[src/hdl/ssag_pkg.sv]
// ----------------------------------------------------------------------------
// ssag_pkg
// Types and codes shared by the strided slab address generator.
// ----------------------------------------------------------------------------
package ssag_pkg;

	// Request function codes.
	localparam logic [1:0] FUNC_LOAD  = 2'd0;
	localparam logic [1:0] FUNC_START = 2'd1;
	localparam logic [1:0] FUNC_NEXT  = 2'd2;

	// Configuration register indexes.
	localparam logic [1:0] CFG_CELL_BYTES    = 2'd0;
	localparam logic [1:0] CFG_SLAB_ELEMENTS = 2'd1;
	localparam logic [1:0] CFG_DIMS_IN_USE   = 2'd2;

	localparam int CFG_DATA_W = 32;
	localparam int BYTE_W     = 40;

	typedef struct packed {
		logic [1:0]  func;
		logic [1:0]  dim_index;
		logic [31:0] range_last;
		logic [31:0] dest_stride_el;
		logic [31:0] src_stride_el;
		logic [31:0] dest_start_el;
		logic [31:0] src_start_el;
	} req_t;

	typedef struct packed {
		logic [39:0] src_byte_offset;
		logic [39:0] dest_byte_offset;
		logic [39:0] byte_count;
		logic        last;
	} res_t;

endpackage

[src/hdl/strided_slab_address_generator_unit.sv]
// ----------------------------------------------------------------------------
// strided_slab_address_generator_unit
// Walks a nested strided copy and issues one slab address per next request.
// ----------------------------------------------------------------------------
// A request is taken when start is high and busy is low. A load or start
// request keeps the block busy through MUL_A and MUL_B, one multiply each;
// a load of a dimension at or beyond MAX_DIMS is dropped at once. A next
// request while the walker is idle is dropped and the block is ready again in
// the following cycle. A next request during a walk passes through MUL_A,
// then the carry scan, which visits 1 to n dimensions (n being dims_in_use
// clamped to the range 1 to MAX_DIMS), then ADD_D and ADD_S; the final slab
// of a walk scans all n dimensions and skips the adds. The steps are set by
// the single 32 x 9 multiplier, the single 40-bit adder and the carry scan,
// which checks one dimension per cycle. The slab is presented on result for
// exactly one cycle with result_valid high; there is no backpressure, so the
// receiver must take it in that cycle.
module strided_slab_address_generator_unit
	import ssag_pkg::*;
#(
	parameter int MAX_DIMS = 4
) (
	input  logic                  clk,
	input  logic                  arst_n,
	input  logic                  start,
	output logic                  busy,
	input  req_t                  req,
	output res_t                  result,
	output logic                  result_valid,
	input  logic                  cfg_we,
	input  logic [1:0]            cfg_index,
	input  logic [CFG_DATA_W-1:0] cfg_data
);

	localparam int DW = (MAX_DIMS > 1) ? $clog2(MAX_DIMS) : 1;
	localparam logic [3:0] MAX_LAST = 4'(MAX_DIMS - 1);

	localparam logic [2:0] ST_IDLE  = 3'd0;
	localparam logic [2:0] ST_MUL_A = 3'd1;
	localparam logic [2:0] ST_MUL_B = 3'd2;
	localparam logic [2:0] ST_SCAN  = 3'd3;
	localparam logic [2:0] ST_ADD_D = 3'd4;
	localparam logic [2:0] ST_ADD_S = 3'd5;

	logic [2:0]        state_q;
	req_t              req_q;
	logic [8:0]        cell_bytes_q;
	logic [31:0]       slab_elements_q;
	logic [2:0]        dims_in_use_q;
	logic              active_q;
	logic [DW-1:0]     k_q;
	logic [BYTE_W-1:0] tmp_q;
	res_t              result_q;
	logic              result_valid_q;

	logic [31:0]       coord_q       [MAX_DIMS];
	logic [31:0]       coord_last_q  [MAX_DIMS];
	logic [BYTE_W-1:0] dest_stride_q [MAX_DIMS];
	logic [BYTE_W-1:0] src_stride_q  [MAX_DIMS];
	logic [BYTE_W-1:0] dest_offset_q [MAX_DIMS];
	logic [BYTE_W-1:0] src_offset_q  [MAX_DIMS];

	logic              accept;
	logic [3:0]        dims_ext;
	logic [3:0]        last_wide;
	logic [DW-1:0]     last_idx;
	logic [DW-1:0]     load_idx;
	logic              load_ok;
	logic [31:0]       mul_a;
	logic [40:0]       mul_p;
	logic [BYTE_W-1:0] prod;
	logic [BYTE_W-1:0] add_a;
	logic [BYTE_W-1:0] add_b;
	logic [BYTE_W-1:0] sum;
	logic              wrap;

	assign busy         = (state_q != ST_IDLE);
	assign accept       = start && !busy;
	assign result       = result_q;
	assign result_valid = result_valid_q;

	// Effective innermost dimension: zero counts as one, large values clamp.
	assign dims_ext  = {1'b0, dims_in_use_q};
	always_comb begin
		if (dims_in_use_q == 3'd0) begin
			last_wide = 4'd0;
		end else if (dims_ext > 4'(MAX_DIMS)) begin
			last_wide = MAX_LAST;
		end else begin
			last_wide = dims_ext - 4'd1;
		end
	end
	assign last_idx = last_wide[DW-1:0];

	assign load_idx = DW'(req_q.dim_index);
	assign load_ok  = (32'(req_q.dim_index) < 32'(MAX_DIMS));

	// Shared multiplier: cells to bytes.
	always_comb begin
		case (state_q)
			ST_MUL_A: begin
				case (req_q.func)
					FUNC_LOAD:  mul_a = req_q.dest_stride_el;
					FUNC_START: mul_a = req_q.dest_start_el;
					default:    mul_a = slab_elements_q;
				endcase
			end
			default: begin
				if (req_q.func == FUNC_LOAD) begin
					mul_a = req_q.src_stride_el;
				end else begin
					mul_a = req_q.src_start_el;
				end
			end
		endcase
	end
	assign mul_p = mul_a * cell_bytes_q;
	assign prod  = mul_p[BYTE_W-1:0];

	// Shared adder: coordinate increment and offset stepping.
	always_comb begin
		case (state_q)
			ST_ADD_D: begin
				add_a = dest_offset_q[k_q];
				add_b = dest_stride_q[k_q];
			end
			ST_ADD_S: begin
				add_a = src_offset_q[k_q];
				add_b = src_stride_q[k_q];
			end
			default: begin
				add_a = {8'd0, coord_q[k_q]};
				add_b = 40'd1;
			end
		endcase
	end
	assign sum  = add_a + add_b;
	assign wrap = (coord_q[k_q] >= coord_last_q[k_q]);

	always_ff @(posedge clk or negedge arst_n) begin
		if (!arst_n) begin
			state_q         <= ST_IDLE;
			req_q           <= '0;
			cell_bytes_q    <= 9'd1;
			slab_elements_q <= 32'd1;
			dims_in_use_q   <= 3'd1;
			active_q        <= 1'b0;
			k_q             <= '0;
			tmp_q           <= '0;
			result_q        <= '0;
			result_valid_q  <= 1'b0;
			for (int i = 0; i < MAX_DIMS; i++) begin
				coord_q[i]       <= '0;
				coord_last_q[i]  <= '0;
				dest_stride_q[i] <= '0;
				src_stride_q[i]  <= '0;
				dest_offset_q[i] <= '0;
				src_offset_q[i]  <= '0;
			end
		end else begin
			// A slab leaves the scan when a dimension steps or the outermost one wraps.
			result_valid_q <= (state_q == ST_SCAN) && (!wrap || (k_q == '0));

			if (cfg_we) begin
				case (cfg_index)
					CFG_CELL_BYTES:    cell_bytes_q    <= cfg_data[8:0];
					CFG_SLAB_ELEMENTS: slab_elements_q <= cfg_data;
					CFG_DIMS_IN_USE:   dims_in_use_q   <= cfg_data[2:0];
					default: ;
				endcase
			end

			case (state_q)
				ST_IDLE: begin
					if (accept) begin
						req_q <= req;
						case (req.func)
							FUNC_LOAD: begin
								if (32'(req.dim_index) < 32'(MAX_DIMS)) begin
									state_q <= ST_MUL_A;
								end
							end
							FUNC_START: state_q <= ST_MUL_A;
							FUNC_NEXT: begin
								if (active_q) begin
									state_q <= ST_MUL_A;
								end
							end
							default: ;
						endcase
					end
				end
				ST_MUL_A: begin
					case (req_q.func)
						FUNC_LOAD: begin
							if (load_ok) begin
								dest_stride_q[load_idx] <= prod;
							end
							state_q <= ST_MUL_B;
						end
						FUNC_START: begin
							tmp_q   <= prod;
							state_q <= ST_MUL_B;
						end
						default: begin
							// Byte count is held until the carry scan decides the last flag.
							tmp_q   <= prod;
							k_q     <= last_idx;
							state_q <= ST_SCAN;
						end
					endcase
				end
				ST_MUL_B: begin
					if (req_q.func == FUNC_LOAD) begin
						if (load_ok) begin
							src_stride_q[load_idx] <= prod;
							coord_last_q[load_idx] <= req_q.range_last;
						end
					end else begin
						for (int i = 0; i < MAX_DIMS; i++) begin
							dest_offset_q[i] <= tmp_q;
							src_offset_q[i]  <= prod;
							coord_q[i]       <= '0;
						end
						active_q <= 1'b1;
					end
					state_q <= ST_IDLE;
				end
				ST_SCAN: begin
					result_q.src_byte_offset  <= src_offset_q[last_idx];
					result_q.dest_byte_offset <= dest_offset_q[last_idx];
					result_q.byte_count       <= tmp_q;
					if (wrap) begin
						coord_q[k_q] <= '0;
						if (k_q == '0) begin
							result_q.last <= 1'b1;
							active_q      <= 1'b0;
							state_q       <= ST_IDLE;
						end else begin
							k_q <= k_q - 1'b1;
						end
					end else begin
						coord_q[k_q]  <= sum[31:0];
						result_q.last <= 1'b0;
						state_q       <= ST_ADD_D;
					end
				end
				ST_ADD_D: begin
					// The stepped dimension and every inner one take the new offset.
					for (int i = 0; i < MAX_DIMS; i++) begin
						if ((DW'(i) >= k_q) && (DW'(i) <= last_idx)) begin
							dest_offset_q[i] <= sum;
						end
					end
					state_q <= ST_ADD_S;
				end
				ST_ADD_S: begin
					for (int i = 0; i < MAX_DIMS; i++) begin
						if ((DW'(i) >= k_q) && (DW'(i) <= last_idx)) begin
							src_offset_q[i] <= sum;
						end
					end
					state_q <= ST_IDLE;
				end
				default: state_q <= ST_IDLE;
			endcase
		end
	end

	a_result_from_walk: assert property (@(posedge clk) disable iff (!arst_n)
		result_valid |-> $past(busy))
		else $error("result issued without a request in progress");

	a_result_single_cycle: assert property (@(posedge clk) disable iff (!arst_n)
		result_valid |=> !result_valid)
		else $error("result strobe lasted more than one cycle");

	a_last_ends_walk: assert property (@(posedge clk) disable iff (!arst_n)
		(result_valid && result.last) |-> !active_q)
		else $error("walker still armed after the final slab");

	a_scan_index_range: assert property (@(posedge clk) disable iff (!arst_n)
		(state_q == ST_SCAN) |-> (k_q <= last_idx))
		else $error("carry scan index beyond the innermost dimension");

endmodule

[config.mk]
export PLATFORM = sky130hd
export DESIGN_NAME = strided_slab_address_generator_unit
export DESIGN_NICKNAME = d
export VERILOG_FILES = /design/src/hdl/ssag_pkg.sv /design/src/hdl/strided_slab_address_generator_unit.sv
export SDC_FILE = /design/constraint.sdc
export NUM_CORES = 2
export LEC_CHECK = 0
export BUFFER_PORTS_ARGS = -buffer_cell sky130_fd_sc_hd__buf_2
export CORE_MARGIN = 1
export CORE_UTILIZATION = 57
export DETAILED_ROUTE_END_ITERATION = 10
export PLACE_DENSITY_LB_ADDON = 0.3
export SLEW_MARGIN = 20
export SYNTH_ARGS = -nofsm -noshare
export SYNTH_HDL_FRONTEND = slang
export SYNTH_SLANG_ARGS = --single-unit
[constraint.sdc]
create_clock -name clk -period 8.9 [get_ports clk]
set_input_delay 0.89 -clock clk [delete_from_list [all_inputs] [get_ports clk]]
set_output_delay 0.89 -clock clk [all_outputs]
set_load 0.02 [all_outputs]
==> metrics.log <==
[metrics] run status: finished, violations left
[metrics] violated checks: DRC
[metrics] Worst Path Required: 9.49 ns
[metrics] top-count cell post-synth: sky130_fd_sc_hd__nand2_1
[metrics] DR pass1 iterations: 9
[metrics] setup TNS: 0 ns
[metrics] library cell occupying the most area in the post-synthesis netlist: sky130_fd_sc_hd__dfrtp_1
[metrics] Die Span X: 350 um
[metrics] relative max-transition margin: 8.55%
[metrics] largest fanout on the critical path: 34
[metrics] synthesis warning total: 0
[metrics] first-pass GRT wire length: 319,000 um
[metrics] number of pins with negative max-slew slack in the final report: 0
[metrics] DRC: 2
[metrics] gate count after technology mapping: 6,717
[metrics] Finish-stage setup viols: 0
[metrics] portion of synthesized cell area occupied by the leading cell type: 46.0%
[metrics] post-detailed-route wirelength per cell: 24.1 um
[metrics] reg-to-reg endpoint: src_offset_q[77]
[metrics] Arrival @ worst endpoint: 8.43 ns
[metrics] cell types with the largest area share after synthesis: sky130_fd_sc_hd__dfrtp_1, sky130_fd_sc_hd__mux4_2, sky130_fd_sc_hd__nand2_1
[metrics] growth of design area from synthesis to finish: 11.2%
[metrics] initial core utilization: 57.6%
[metrics] Post-Synthesis Net Count: 7,265
[metrics] post-detailed-placement half-perimeter wirelength: 141,000 um
[metrics] maximum count of clock buffers along a single path: 3
[metrics] largest net degree at the start of global routing: 193
[metrics] share of final-layout standard cells stronger than drive strength 1: 19.7%
[metrics] Port Buf Inserts: 324
[metrics] cell seen most often among critical-path stages: sky130_fd_sc_hd__fa_1
[metrics] final wirelength: 206,000 um
[metrics] number of library cell types mapped by synthesis: 81
[metrics] capturing element type of the critical path: flip-flop
[metrics] Hold Fails Final Rpt: 0
[metrics] cells on worst reg2reg path: 23
[metrics] number of buffers inserted to repair setup after CTS: 0
[metrics] cells along the critical path: buf_4, nor2_2, buf_4, mux2i_1, o21ai_1, nand2_1, fa_1, inv_1, fa_1, fa_1, inv_1, fa_1, inv_1, ha_1, a21oi_1, o21ai_0, a31oi_1, a211oi_1, nor2_1, a41oi_1, xnor2_1, nand2b_1, o311ai_0
[metrics] worst hold-check path type: input pin to asynchronous set/reset pin
[metrics] CP max stage cell: sky130_fd_sc_hd__xnor2_1
[metrics] Post-synth EDFFs: 0
[metrics] Cell Rows: 127
[metrics] initial detailed-routing violation count: 5,542
[metrics] CTS tree: yes
[metrics] clock input transition at the sequential cells of the worst setup and hold paths: 0.06 ns
[metrics] detailed-route via count: 52,800
[metrics] number of buffers inserted by hold repair at cts: 0
[metrics] most frequent cells after synthesis: sky130_fd_sc_hd__nand2_1, sky130_fd_sc_hd__dfrtp_1, sky130_fd_sc_hd__o21ai_0, sky130_fd_sc_hd__nor2_1, sky130_fd_sc_hd__mux2_2
[metrics] setup repair after global routing missed its margin: no
[metrics] later-pin clock latency in the skew report: 0.78 ns
[metrics] final critical delay including setup and external delays: 7.84 ns
[metrics] Syn Area/Cell: 10.3 sq um
[metrics] achievable frequency: 128 MHz
[metrics] area of the die: 0.123 sq mm
[metrics] number of ports placed on the die boundary: 325
[metrics] number of clock sinks seen by CTS: 1,272
[metrics] critical path startpoint category: flip-flop
[metrics] DRT antenna net count: 0
[metrics] max-cap check violation count: 0
[metrics] post-synthesis sequential area ratio: 46.1%
[metrics] CTS Buf Count: 136
[metrics] worst slew pin tran: 1.36 ns
[metrics] GR Overflow Total: 0
[metrics] slack of the worst reg-to-reg path: 1.06 ns
[metrics] Post-synth ARST share: 100%
[metrics] post-detailed-route via-to-cell ratio: 6.17
[metrics] vias in the first global route: 53,200
[metrics] gp weighted congestion: 1.00
[metrics] htree depth: 4
[metrics] Most used DFF post-synth: sky130_fd_sc_hd__dfrtp_1
[metrics] Vert. Die Dim: 350 um
[metrics] Clock Skew: 0.0327 ns
[metrics] CP max stage delay: 0.85 ns
[metrics] total standard cell area after synthesis: 0.0691 sq mm
[metrics] R2R Path Start: req_q[162]
[metrics] Clk Tree Root Cell: sky130_fd_sc_hd__clkbuf_16
[metrics] global-route total usage across every layer: 34.4%
[metrics] flip-flop and latch count after synthesis: 1,272
[metrics] PostCTS Resize Cnt: 0
[metrics] post-route clock period utilization: 88.1%
[metrics] placeable core area: 0.120 sq mm
[metrics] path type of the worst setup path: flip-flop to flip-flop
[metrics] number of antenna violations at the first check in global routing: 15
[metrics] final layout net count: 7,377
[placed cells by master, fill, tap and decap left out, types with 32 or more instances in the layout]
| master | Yosys | routed |
|---|---|---|
| sky130_fd_sc_hd__buf_2 | 23 | 323 |
| sky130_fd_sc_hd__a22o_1 | 79 | 79 |
| sky130_fd_sc_hd__mux2_2 | 433 | 433 |
| sky130_fd_sc_hd__a21oi_1 | 224 | 224 |
| sky130_fd_sc_hd__nor2_1 | 438 | 433 |
| sky130_fd_sc_hd__xor2_1 | 34 | 34 |
| sky130_fd_sc_hd__nand2_1 | 1326 | 1315 |
| sky130_fd_sc_hd__clkbuf_8 | 0 | 32 |
| sky130_fd_sc_hd__dfrtp_1 | 1269 | 1260 |
| sky130_fd_sc_hd__mux4_2 | 224 | 224 |
| sky130_fd_sc_hd__inv_1 | 306 | 305 |
| sky130_fd_sc_hd__fa_1 | 211 | 211 |
| sky130_fd_sc_hd__xnor2_1 | 37 | 36 |
| sky130_fd_sc_hd__a21o_1 | 52 | 52 |
| sky130_fd_sc_hd__ha_1 | 135 | 135 |
| sky130_fd_sc_hd__o21ai_0 | 758 | 757 |
| sky130_fd_sc_hd__clkbuf_16 | 0 | 138 |
| sky130_fd_sc_hd__and2_1 | 175 | 174 |
| sky130_fd_sc_hd__nand3_1 | 110 | 106 |
| sky130_fd_sc_hd__buf_4 | 0 | 82 |
| sky130_fd_sc_hd__a31oi_1 | 49 | 49 |
| sky130_fd_sc_hd__mux2i_1 | 101 | 101 |
| sky130_fd_sc_hd__o21ai_1 | 47 | 43 |
[registers in the layout (all words and copies together), names as in the netlist, 3 cells and up]
name             count
src_stride_q       160
dims_in_use_q        3
req_q              162
tmp_q               40
cell_bytes_q         9
state_q              3
coord_last_q       128
dest_offset_q      160
src_offset_q       160
coord_q            128
slab_elements_q     32
result             121
dest_stride_q      160
[logic make-up (layout without fill, tap and decap cells)]
family,count (synthesis),count (layout),share of synthesized area [%]
flip-flops,1272,1272,46.1
multiplexers,760,760,15.9
AND/OR/NAND/NOR,2143,2143,12.9
AO/OA/AOI/OAI,1367,1367,11.4
adder cells (fa/ha/maj),346,346,8.56
XOR/XNOR,76,76,1.03
buffers and inverters,753,972,4.14
other,0,10,0
[per-layer routing]
metal	vias to the layer above	part of all wire, %	GRT usage [%]
met3	515	9.6	7.94
li1	23200	-	-
met2	2548	46	52.5
met4	10	6.2	19.6
met1	26500	39	45.3
met5	-	0.034	0
[metrics by stage]
step / utilization (%) / area, sq um / hold WS (ns) / std cells / setup WS, ns
2_1_floorplan: - / 69100 / 0.443 / 6717 / 2.28
3_3_place_gp: 60.1 / 72100 / 0.456 / 8299 / 1.33
3_5_place_dp: 60.1 / 72100 / 0.459 / 8300 / 1.19
4_1_cts: 64.0 / 76700 / 0.172 / 8545 / 1.19
5_1_grt: 64.0 / 76800 / 0.217 / 8557 / 0.651
6_report: 64.0 / 76800 / 0.150 / 8558 / 1.06
[worst max-delay path by stage]
stage,startpoint,end,slack [ns]
global route,req_q[162],src_offset_q[77],0.65
detailed placement,req_q[162],src_offset_q[111],1.19
floorplan,state_q[1],src_offset_q[111],2.28
finish,req_q[162],src_offset_q[77],1.06
global placement,req_q[163],src_offset_q[95],1.33
CTS,req_q[162],src_offset_q[111],1.19
[critical path, delay by kind of cell, from the launching register on]
kind / cells / cell delay [ns]
multiplexers: 1 / 0.12
buffers and inverters: 5 / 0.82
AO/OA/AOI/OAI: 7 / 1.89
XOR/XNOR: 1 / 0.85
AND/OR/NAND/NOR: 4 / 1.08
flip-flops: 1 / 0.39
adder cells (fa/ha/maj): 5 / 2.45
[cell type report]
type / instances / area [sq um]
Inverter: 306 / 1150
Sequential cell: 1272 / 31900
Timing Repair Buffer: 421 / 2560
Clock buffer: 199 / 4000
Tap cell: 1612 / 2020
Fill cell: 9308 / 43100
Multi-Input combinational cell: 4692 / 34600
Clock inverter: 46 / 623
Antenna cell: 10 / 25.0
Power is left out: the tool's default activity adds up to more than one toggle a clock period on the data nets, which glitch-free logic cannot reach.
